### src/sv/ctwl_pkg.sv
package ctwl_pkg;

   localparam int POS_W    = 32;
   localparam int COORD_W  = 31;
   localparam int CODE_W   = 4;
   localparam int LEN_W    = 28;
   localparam int OFFSET_W = 34;  // holds -1 up to query_pos plus an edge gap
   localparam int STATUS_W = 2;
   localparam int ADDR_W   = 4;
   localparam int DATA_W   = 32;
   localparam int REQ_W    = 64;
   localparam int RSP_W    = 64;

   typedef enum logic [CODE_W-1:0] {
      OP_M = 4'd0,
      OP_I = 4'd1,
      OP_D = 4'd2,
      OP_N = 4'd3,
      OP_S = 4'd4,
      OP_H = 4'd5,
      OP_P = 4'd6,
      OP_EQ = 4'd7,
      OP_X = 4'd8
   } op_code_type;

   typedef enum logic [STATUS_W-1:0] {
      ST_OK          = 2'd0,
      ST_LATE_START  = 2'd1,
      ST_UNSUPPORTED = 2'd2,
      ST_EDGE_MISSING = 2'd3
   } status_type;

   typedef enum logic [1:0] {
      REG_WINDOW_START = 2'd0,
      REG_WINDOW_END   = 2'd1,
      REG_PARTIAL_MODE = 2'd2
   } reg_index_type;

   typedef struct packed {
      logic [COORD_W-1:0] window_start;
      logic [COORD_W-1:0] window_end;
      logic               partial_mode;
   } cfg_type;

   typedef struct packed {
      logic               first_op;
      logic [COORD_W-1:0] align_pos;
      logic [CODE_W-1:0]  op_code;
      logic [LEN_W-1:0]   op_len;
      logic               last_op;
   } item_type;

   typedef struct packed {
      logic [POS_W-1:0]           query_pos;
      logic [POS_W-1:0]           ref_pos;
      logic                       start_found;
      logic                       end_found;
      logic signed [OFFSET_W-1:0] start_offset;
      logic signed [OFFSET_W-1:0] end_offset;
      status_type                 read_status;
   } walk_state_type;

endpackage

### src/sv/ctwl_csr.sv
module ctwl_csr (
   input  logic                        clock,
   input  logic                        reset,
   input  logic                        csr_psel,
   input  logic                        csr_penable,
   input  logic                        csr_pwrite,
   input  logic [ctwl_pkg::ADDR_W-1:0] csr_paddr,
   input  logic [ctwl_pkg::DATA_W-1:0] csr_pwdata,
   output logic [ctwl_pkg::DATA_W-1:0] csr_prdata,
   output logic                        csr_pready,
   output ctwl_pkg::cfg_type           cfg
);

   ctwl_pkg::cfg_type cfg_ff, cfg_in;
   logic [1:0]        reg_sel;
   logic              wr_en;

   assign csr_pready = 1'b1;
   assign reg_sel    = csr_paddr[3:2];
   assign wr_en      = csr_psel & csr_penable & csr_pwrite & csr_pready;

   always_comb begin
      cfg_in = cfg_ff;
      if (wr_en) begin
         case (reg_sel)
            ctwl_pkg::REG_WINDOW_START: cfg_in.window_start = csr_pwdata[ctwl_pkg::COORD_W-1:0];
            ctwl_pkg::REG_WINDOW_END:   cfg_in.window_end   = csr_pwdata[ctwl_pkg::COORD_W-1:0];
            ctwl_pkg::REG_PARTIAL_MODE: cfg_in.partial_mode = csr_pwdata[0];
            default: ;
         endcase
      end
   end

   always_ff @(posedge clock) begin
      if (reset) begin
         cfg_ff.window_start <= '0;
         cfg_ff.window_end   <= '0;
         cfg_ff.partial_mode <= 1'b1;
      end else begin
         cfg_ff <= cfg_in;
      end
   end

   always_comb begin
      case (reg_sel)
         ctwl_pkg::REG_WINDOW_START: csr_prdata = {1'b0, cfg_ff.window_start};
         ctwl_pkg::REG_WINDOW_END:   csr_prdata = {1'b0, cfg_ff.window_end};
         ctwl_pkg::REG_PARTIAL_MODE: csr_prdata = {31'd0, cfg_ff.partial_mode};
         default:                    csr_prdata = '0;
      endcase
   end

   assign cfg = cfg_ff;

endmodule

### src/sv/ctwl_step.sv
module ctwl_step (
   input  ctwl_pkg::cfg_type        cfg,
   input  ctwl_pkg::item_type       item,
   input  ctwl_pkg::walk_state_type cur,
   output ctwl_pkg::walk_state_type nxt
);

   ctwl_pkg::walk_state_type base;
   logic [ctwl_pkg::POS_W-1:0] len32;
   logic [ctwl_pkg::POS_W-1:0] tail_q;
   logic                       start_hit, end_hit;
   logic signed [ctwl_pkg::OFFSET_W-1:0] start_off, end_off;

   // First aligned base at or past the edge within this operation, closed form.
   function automatic logic seek_hit(input logic [ctwl_pkg::COORD_W-1:0] edge_pos,
                                     input logic [ctwl_pkg::POS_W-1:0] rp,
                                     input logic [ctwl_pkg::POS_W-1:0] len);
      logic [ctwl_pkg::POS_W-1:0] e32;
      e32 = {1'b0, edge_pos};
      seek_hit = (rp > e32) || ((e32 - rp) < len);
   endfunction

   function automatic logic signed [ctwl_pkg::OFFSET_W-1:0] seek_off(
      input logic [ctwl_pkg::COORD_W-1:0] edge_pos,
      input logic [ctwl_pkg::POS_W-1:0] rp,
      input logic [ctwl_pkg::POS_W-1:0] qp);
      logic [ctwl_pkg::POS_W-1:0] e32;
      logic signed [ctwl_pkg::OFFSET_W-1:0] qx;
      e32 = {1'b0, edge_pos};
      qx  = signed'({2'b00, qp});
      if (rp > e32) begin
         seek_off = qx - ctwl_pkg::OFFSET_W'(1);  // edge overshot
      end else begin
         seek_off = qx + signed'({2'b00, e32 - rp});
      end
   endfunction

   assign len32 = {{(ctwl_pkg::POS_W-ctwl_pkg::LEN_W){1'b0}}, item.op_len};

   always_comb begin
      base = cur;
      if (item.first_op) begin
         base.query_pos    = '0;
         base.ref_pos      = {1'b0, item.align_pos};
         base.start_found  = 1'b0;
         base.end_found    = 1'b0;
         base.start_offset = '1;
         base.end_offset   = '1;
         base.read_status  = ctwl_pkg::ST_OK;
         if (item.align_pos > cfg.window_start) begin
            if (cfg.partial_mode) begin
               base.start_offset = '0;
               base.start_found  = 1'b1;
            end else begin
               base.read_status = ctwl_pkg::ST_LATE_START;
            end
         end
      end
   end

   assign start_hit = !base.start_found && (item.op_len != '0)
                      && seek_hit(cfg.window_start, base.ref_pos, len32);
   assign end_hit   = !base.end_found && (item.op_len != '0)
                      && seek_hit(cfg.window_end, base.ref_pos, len32);
   assign start_off = seek_off(cfg.window_start, base.ref_pos, base.query_pos);
   assign end_off   = seek_off(cfg.window_end, base.ref_pos, base.query_pos);

   always_comb begin
      nxt    = base;
      tail_q = '0;
      if (base.read_status == ctwl_pkg::ST_OK) begin
         case (item.op_code)
            ctwl_pkg::OP_M, ctwl_pkg::OP_EQ, ctwl_pkg::OP_X: begin
               if (start_hit) begin
                  nxt.start_found  = 1'b1;
                  nxt.start_offset = start_off;
               end
               if (end_hit) begin
                  nxt.end_found  = 1'b1;
                  nxt.end_offset = end_off;
               end
               nxt.query_pos = base.query_pos + len32;
               nxt.ref_pos   = base.ref_pos + len32;
            end
            ctwl_pkg::OP_D: nxt.ref_pos = base.ref_pos + len32;
            ctwl_pkg::OP_I, ctwl_pkg::OP_S: nxt.query_pos = base.query_pos + len32;
            ctwl_pkg::OP_H: ;
            default: nxt.read_status = ctwl_pkg::ST_UNSUPPORTED;
         endcase
         // missing end in partial mode: query length less a trailing soft clip
         if (item.last_op && (nxt.read_status == ctwl_pkg::ST_OK) && !nxt.end_found
             && cfg.partial_mode) begin
            tail_q = (item.op_code == ctwl_pkg::OP_S) ? base.query_pos : nxt.query_pos;
            nxt.end_offset = signed'({2'b00, tail_q});
            nxt.end_found  = 1'b1;
         end
      end
   end

endmodule

### src/sv/cigar_window_trim_locator_top.sv
// Path: an accepted item is registered in the item register, which feeds the walk
// step; the step loads the result register when the last item fires from that stage.
// Throughput: one item per cycle; the running positions close a loop through the walk
// state register and the step logic, and a stalled result stops the walk only at a last item.
// Reset (synchronous, active high) clears the walk state, empties both stages
// and loads the register reset values.
module cigar_window_trim_locator_top (
   input  logic                        clock,
   input  logic                        reset,
   input  logic                        req_tvalid,
   output logic                        req_tready,
   input  logic [ctwl_pkg::REQ_W-1:0]  req_tdata,  // align_pos, op_code, op_len, zero pad
   input  logic                        req_tuser,  // first_op
   input  logic                        req_tlast,  // last_op
   output logic                        rsp_tvalid,
   input  logic                        rsp_tready,
   output logic [ctwl_pkg::RSP_W-1:0]  rsp_tdata,  // query_start, query_end
   output logic [2:0]                  rsp_tuser,  // trim_status, keep_read
   input  logic                        csr_psel,
   input  logic                        csr_penable,
   input  logic                        csr_pwrite,
   input  logic [ctwl_pkg::ADDR_W-1:0] csr_paddr,
   input  logic [ctwl_pkg::DATA_W-1:0] csr_pwdata,
   output logic [ctwl_pkg::DATA_W-1:0] csr_prdata,
   output logic                        csr_pready
);

   ctwl_pkg::cfg_type        cfg;
   ctwl_pkg::item_type       item_ff, item_in;
   logic                     s1_valid_ff, s1_valid_in;
   logic                     s1_fire;
   ctwl_pkg::walk_state_type walk_ff, walk_nxt;
   logic                     rsp_valid_ff, rsp_valid_in;
   logic signed [ctwl_pkg::OFFSET_W-1:0] rsp_start_ff, rsp_start_in;
   logic signed [ctwl_pkg::OFFSET_W-1:0] rsp_end_ff, rsp_end_in;
   ctwl_pkg::status_type     rsp_status_ff, rsp_status_in;
   ctwl_pkg::status_type     fin_status;
   logic signed [ctwl_pkg::OFFSET_W:0] diff;
   logic                     keep;

   ctwl_csr u_csr (
      .clock       (clock),
      .reset       (reset),
      .csr_psel    (csr_psel),
      .csr_penable (csr_penable),
      .csr_pwrite  (csr_pwrite),
      .csr_paddr   (csr_paddr),
      .csr_pwdata  (csr_pwdata),
      .csr_prdata  (csr_prdata),
      .csr_pready  (csr_pready),
      .cfg         (cfg)
   );

   ctwl_step u_step (
      .cfg  (cfg),
      .item (item_ff),
      .cur  (walk_ff),
      .nxt  (walk_nxt)
   );

   // a last item needs the result slot to be free or draining
   assign s1_fire    = s1_valid_ff && (!item_ff.last_op || !rsp_valid_ff || rsp_tready);
   assign req_tready = !s1_valid_ff || s1_fire;

   always_comb begin
      item_in     = item_ff;
      s1_valid_in = s1_valid_ff && !s1_fire;
      if (req_tvalid && req_tready) begin
         item_in.first_op  = req_tuser;
         item_in.align_pos = req_tdata[30:0];
         item_in.op_code   = req_tdata[34:31];
         item_in.op_len    = req_tdata[62:35];
         item_in.last_op   = req_tlast;
         s1_valid_in       = 1'b1;
      end
   end

   always_comb begin
      fin_status = walk_nxt.read_status;
      if (fin_status == ctwl_pkg::ST_OK
          && (walk_nxt.start_offset < 0 || walk_nxt.end_offset < 0)) begin
         fin_status = ctwl_pkg::ST_EDGE_MISSING;
      end
   end

   always_comb begin
      rsp_valid_in  = rsp_valid_ff && !rsp_tready;
      rsp_start_in  = rsp_start_ff;
      rsp_end_in    = rsp_end_ff;
      rsp_status_in = rsp_status_ff;
      if (s1_fire && item_ff.last_op) begin
         rsp_valid_in  = 1'b1;
         rsp_start_in  = walk_nxt.start_offset;
         rsp_end_in    = walk_nxt.end_offset;
         rsp_status_in = fin_status;
      end
   end

   always_ff @(posedge clock) begin
      if (reset) begin
         s1_valid_ff          <= 1'b0;
         rsp_valid_ff         <= 1'b0;
         walk_ff.query_pos    <= '0;
         walk_ff.ref_pos      <= '0;
         walk_ff.start_found  <= 1'b0;
         walk_ff.end_found    <= 1'b0;
         walk_ff.start_offset <= '1;
         walk_ff.end_offset   <= '1;
         walk_ff.read_status  <= ctwl_pkg::ST_OK;
      end else begin
         s1_valid_ff  <= s1_valid_in;
         rsp_valid_ff <= rsp_valid_in;
         if (s1_fire) begin
            walk_ff <= walk_nxt;
         end
      end
   end

   always_ff @(posedge clock) begin
      item_ff       <= item_in;
      rsp_start_ff  <= rsp_start_in;
      rsp_end_ff    <= rsp_end_in;
      rsp_status_ff <= rsp_status_in;
   end

   assign diff = {rsp_end_ff[ctwl_pkg::OFFSET_W-1], rsp_end_ff}
               - {rsp_start_ff[ctwl_pkg::OFFSET_W-1], rsp_start_ff};
   assign keep = (rsp_status_ff == ctwl_pkg::ST_OK) && (diff > 1);

   assign rsp_tvalid = rsp_valid_ff;
   assign rsp_tdata  = {rsp_end_ff[31:0], rsp_start_ff[31:0]};
   assign rsp_tuser  = {keep, rsp_status_ff};

endmodule

### config.mk
export PLATFORM = sky130hd
export DESIGN_NAME = cigar_window_trim_locator_top
export DESIGN_NICKNAME = d
export VERILOG_FILES = /design/src/sv/ctwl_pkg.sv /design/src/sv/ctwl_csr.sv /design/src/sv/ctwl_step.sv /design/src/sv/cigar_window_trim_locator_top.sv
export SDC_FILE = /design/constraint.sdc
export NUM_CORES = 1
export LEC_CHECK = 0
export BUFFER_PORTS_ARGS = -buffer_cell sky130_fd_sc_hd__buf_4
export CAP_MARGIN = 0
export CORE_UTILIZATION = 45
export DETAILED_ROUTE_END_ITERATION = 8
export PLACE_DENSITY = 0.68
export SYNTH_ARGS = -nofsm -noshare
export SYNTH_HDL_FRONTEND = slang
export SYNTH_SLANG_ARGS = --single-unit
### constraint.sdc
create_clock -name clock -period 12.9 [get_ports clock]
set_input_delay 2.58 -clock clock [delete_from_list [all_inputs] [get_ports clock]]
set_output_delay 2.58 -clock clock [all_outputs]
set_load 0.005 [all_outputs]
### Word level (Yosys, flattened, before mapping)

Index checks and enable logic that the tools add are counted.

* shifts and indexed selects: 0
* mux-type cells: 26
* bitwise logic cells: 2
* eq/ne operators: 8
* div/mod/pow operators: 0
* add/sub/neg operators: 8
* multiply operators: 0
* $lt $le $gt $ge: 8
* reduce and logical (&&, ||, !) cells: 42

Operators by type and width (number)
* $mux W136: 2
* $mux W34: 7
* $mux W70: 2
* $mux W32: 3
* $pmux W31 S3: 1
* $lt A34 B1 Y1 const B: 2
* $add A32 B32 Y33: 2
* $add A32 B28 Y32: 2
* $gt A32 B31 Y1: 2
* $lt A32 B28 Y1: 2
* $sub A31 B32 Y32: 2
* $gt A35 B2 Y1 const B: 1
* $sub A34 B34 Y35: 1
* $sub A32 B1 Y33 const B: 1
* $gt A31 B31 Y1: 1
* $reduce_bool A28 Y1: 1
* $logic_and A1 B1 Y1: 14
* $eq A4 B3 Y1 const B: 3
* $logic_not A2 Y1: 5
* $logic_not A1 Y1: 8
* $mux W1: 8
* $reduce_or A7 Y1: 1
* $logic_or A1 B1 Y1: 6
* $mux W2: 3
* 11 further kinds: 14

* bits of input ports: 109
* output and inout bits: 102
* memory bits (writable): 0
* register bits after elaboration: 336
* bits in latches: 0
* bits in read-only memories: 0
* memories kept: 0
* word-level logic and storage cells: 114

### Logic depth before layout (Yosys ltp)

* depth after elaboration: 18
* gate-level depth with buffers: 34

### Modules after synthesis

From an unflattened synthesis, not the netlist that was laid out.

* cells, all modules: 3809
* area total of the unflattened synthesis: 30873.4 um^2

By module, submodules not included
* ctwl_step: cells each 2308, seq. area each 0.0 um^2, area each 15851.5 um^2, instances 1
* cigar_window_trim_locator_top: cells each 1182, seq. area each 6816.5 um^2, area each 11903.9 um^2, instances 1
* ctwl_csr: cells each 319, seq. area each 1261.2 um^2, area each 3118.0 um^2, instances 1

### Worst setup path before layout

Ideal clock, no wire load.

* path type: register to register
* start point: register item_ff[64] (netlist name)
* end point: register rsp_start_ff[31] (netlist name), data pin
* path buffers: 6
* arrival: 7242 ps
* required time: 12636 ps
* cell stages (with the launch flop): 33
* slack: 5393 ps
* library setup time: 264 ps
* path through: edfxtp_1 > clkbuf_1 > clkbuf_1 > clkbuf_1 > clkbuf_1 > buf_1 > clkbuf_1 > mux2_2 > ha_1 > inv_1 > fa_1 > a211oi_1 > o21ai_0 > a21oi_1 > nor2_1 > or2_2 > a21oi_1 > o21ai_0 > a21o_1 > a21oi_1 > xnor2_1 > ha_1 > and2_1 > a221o_1 > a211oi_1 > a2bb2oi_1 > o311a_1 > a211oi_1 > o31ai_1 > o21ai_0 > xor2_1 > mux2i_1 > o21ai_0

RTL lines
* start: declaration: line cigar_window_trim_locator_top.sv:29 `ctwl_pkg::item_type item_ff, item_in;`
* start signal: assignment: line cigar_window_trim_locator_top.sv:120 `item_ff <= item_in;`
* end signal: assignment: line cigar_window_trim_locator_top.sv:121 `rsp_start_ff <= rsp_start_in;`
* end: declaration: line cigar_window_trim_locator_top.sv:34 `logic signed [ctwl_pkg::OFFSET_W-1:0] rsp_start_ff, rsp_start_in;`

==> metrics.md <==
| Metric | Value |
|---|---|
| Status | finished clean |
| Post-CTS Resized | 0 |
| Antenna cells | 0 |
| Seq/Total Area, Yosys | 0.270 |
| Worst-Skew Late Latency | around 0.58 ns |
| Peak supply drop | a little over 80 µV |
| Clock transition at path regs | around 0.060 ns |
| Max-slew headroom | 0.118 |
| Area added between synthesis and finish | 10.2% |
| Ys flop type | dfxtp_1 |
| Setup_tns | 0 ns |
| Final Worst Setup Slack | 5.06 ns |
| Ratio of cells with drive above 1 in the final layout | 0.100 |
| DR vias | 28.0k |
| # rows | 94 |
| Tmin final | a little under 8 ns |
| CTS Buffer Depth | 3 |
| Worst setup EP type | flip-flop |
| Area of placed instances | 31600 µm² |
| Fin cells | between 4k and 5k |
| Power Dens Cells | 101 nW/µm² |
| Setup Skew | 0.0174 ns |
| Fill cells | between 6k and 7k |
| Ys async rst share | 0 |
| Fin. Hold Viols | 0 |
| Hold slack | roughly 0.45 ns |
| H-tree depth | 2 |
| Initial DRC count | ~2.7k |
| Final net count | approximately 4.2k |
| Die area | about 67000 µm² |
| Syn Area/Cell | between 8 and 9 µm² |
| Slew @ Worst Pin | approximately 1.3 ns |
| ANT nets after route | 0 |
| CTS tree | built |
| RSZ-0062 raised after global routing | no |
| Mapped cell area | between 20000 and 30000 µm² |
| Dpl cells | 4598 |
| Period utilization | 0.608 |
| Place WS | 5.30 ns |
| Post-CTS setup buffer count | 0 |
| Netlist cell types | between 90 and 100 |
| First-pass GRT wire length | ~140000 µm |
| I/O pins | 211 |
| Final setup viols | 0 |
| Vias in the first global route | 25.7k |
| Leakage power | about 14 nW |
| Fin. max-slew vios | 0 |
| Yosys top cell area share | 0.136 |
| Number of synthesized flops with an enable pin | ~140 |
| Pre-Repair DR Iteration Count | 8 |
| Die H | between 200 and 300 µm |
| Worst-path maximum fanout | 117 |
| Yosys warning count | 0 |
| Die width | roughly 260 µm |
| CP Class | flip-flop to flip-flop |
| Register bit total from synthesis | between 300 and 400 |
| GR Overflow Total | 0 |
| DRC | 0 |
| CP arrival | 8.12 ns |
| Multi-input gate area | between 15000 and 20000 µm² |
| Design Area, Final | 32900 µm² |
| Final Wtd Congestion | around 0.96 |
| Initial Utilization | 0.454 |
| Worst min-delay path category | flip-flop to flip-flop |
| Clock root buffer | clkbuf_16 |
| Syn Inst Count | about 3.7k |
| Initial antenna violation count | 0 |
| Hold_buf cts | 0 |
| Area leader, netlist | edfxtp_1 |
| Vias per cell | 6.01 |
| Syn_nets | approximately 4.2k |
| Buffers added on ports | about 200 |
| Sequential cell area | between 8000 and 9000 µm² |
| Post-Route WL | 93800 µm |
| Reg2reg setup slack | approximately 5.1 ns |
| HPWL after DPL | 72900 µm |
| F_max | ~130 MHz |
| WL/cell | between 20 and 25 µm |
| Top cells by area in the synthesized netlist | edfxtp_1 (14%), dfxtp_1 (13%), ha_1 (13%) |
| Core box area | about 66000 µm² |
| Sink Count | ~340 |
| WP data required | ~13 ns |
| Largest net degree at the start of global routing | ~120 |
| Total track usage | 0.270 |
| Inserted Clock Buffers | 38 |
| Startpoint types | flip-flop |
| MaxCap Viol Count | 0 |
==> flip-flops by register name (all words and copies together), names as in the netlist <==
signal	cells
s1_valid_ff	1
rsp_start_ff	34
rsp_tvalid	1
walk_ff	136
rsp_end_ff	34
u_csr.cfg	63
rsp_status_ff	2
item_ff	65
==> stage by stage <==
| step | utilization | power (mW) |
|---|---|---|
| 2_1_floorplan | - | 1.92 |
| 3_3_place_gp | 0.481 | 2.19 |
| 3_5_place_dp | 0.481 | 2.20 |
| 4_1_cts | 0.501 | 3.32 |
| 5_1_grt | 0.501 | 3.48 |
| 6_report | 0.501 | 3.33 |
==> power by group <==
group,internal (mW),switching (mW)
Sequential,1.16,0.0409
Combinational,0.389,0.613
Clock,0.650,0.475
==> kinds of logic (layout without fill, tap and decap cells) <==
logic type	Yosys count	count (layout)	synth area share
compound gates	1200	1200	0.263
simple gates	1125	1125	0.171
buf+inv	448	517	0.0660
flops	336	336	0.270
fa+ha+maj	311	311	0.132
xor+xnor	193	193	0.0566
mux	119	119	0.0410
other cells	2	2	0.000251
==> layout by cell type (no fill, tap or decap), drive strengths merged, types with 21 or more instances in the layout <==
master | synthesis | layout
nand2 | 380 | 380
a21oi | 379 | 379
nor2 | 363 | 363
ha | 303 | 303
buf | 94 | 239
o21ai | 222 | 222
inv | 209 | 213
dfxtp | 201 | 201
edfxtp | 135 | 135
a21o | 128 | 128
xnor2 | 115 | 115
mux2i | 92 | 92
xor2 | 78 | 78
nor3 | 69 | 69
a211oi | 59 | 59
nand3 | 50 | 50
clkbuf | 145 | 49
o211ai | 47 | 47
a31oi | 46 | 46
nand4 | 45 | 45
a2bb2oi | 44 | 44
o21a | 40 | 40
nor2b | 39 | 39
nor4 | 34 | 34
nand2b | 33 | 33
mux2 | 27 | 27
a22oi | 25 | 25
and3 | 24 | 24
o22ai | 22 | 22
o21bai | 21 | 21
==> cell type report <==
type / instances / share of cell area
clock buffer: 49 / 0.0323
clock inverter: 20 / 0.00661
inverter: 209 / 0.0238
multi-input combinational: 2950 / 0.604
sequential: 336 / 0.245
tap: 864 / 0.0328
timing repair buffer: 239 / 0.0550
==> synthesized netlist by cell type (all sizes together) (8+ instances only) <==
master / number
o31ai: 10
a211o: 12
dfxtp: 201
a211oi: 59
nor2: 363
xor2: 78
buf: 94
nand4: 45
nand2: 380
or2: 10
o21bai: 21
a31oi: 46
o2111ai: 12
or3: 19
nand3b: 11
and3: 24
nor4: 34
o22a: 18
o22ai: 22
o21a: 40
o31a: 8
nor2b: 39
inv: 209
a21boi: 12
o21ai: 222
nor3: 69
a22oi: 25
a21oi: 379
xnor2: 115
nand2b: 33
and2: 20
clkbuf: 145
nand3: 50
ha: 303
a221o: 8
a2bb2oi: 44
o211ai: 47
edfxtp: 135
mux2: 27
a21o: 128
mux2i: 92
==> worst max-delay path: stages, from the launching register on <==
cell and delay (ns):
edfxtp_1 0.37, buf_12 0.48, mux2_2 0.32, ha_1 0.17, inv_1 0.05, fa_1 0.42, a211oi_1 0.29, o21ai_0 0.22
a21oi_1 0.29, nor2_1 0.12, or2_2 0.29, a21oi_1 0.23, o21ai_0 0.21, a21oi_1 0.38, o21ai_0 0.14, a21oi_1 0.19
xnor2_1 0.27, ha_1 0.34, a21o_1 0.17, a211oi_1 0.21, o21ai_0 0.12, or3_1 0.41, nor4_2 0.67, nand4_1 0.55
o21ai_0 0.49, a21oi_1 0.07
==> layer usage <==
metal / share of wire / track usage / vias up
li1: - / - / 13600
met1: 0.45 / 0.382 / 13000
met2: 0.43 / 0.423 / 1178
met3: 0.080 / 0.0293 / 172
met4: 0.039 / 0.100 / 0
met5: 0 / 0 / -
==> path summary, 6_finish.rpt <==
kind / start / end / cells past startpoint
max: item_ff[64]$_DFFE_PP_ / rsp_start_ff[4]$_DFFE_PP_ / 25
min: walk_ff[73]$_SDFFE_PP0P_ / walk_ff[73]$_SDFFE_PP0P_ / 2
max reg2reg: item_ff[64]$_DFFE_PP_ / rsp_start_ff[4]$_DFFE_PP_ / 25
min reg2reg: walk_ff[73]$_SDFFE_PP0P_ / walk_ff[73]$_SDFFE_PP0P_ / 2
(Power assumes the default switching activity.)
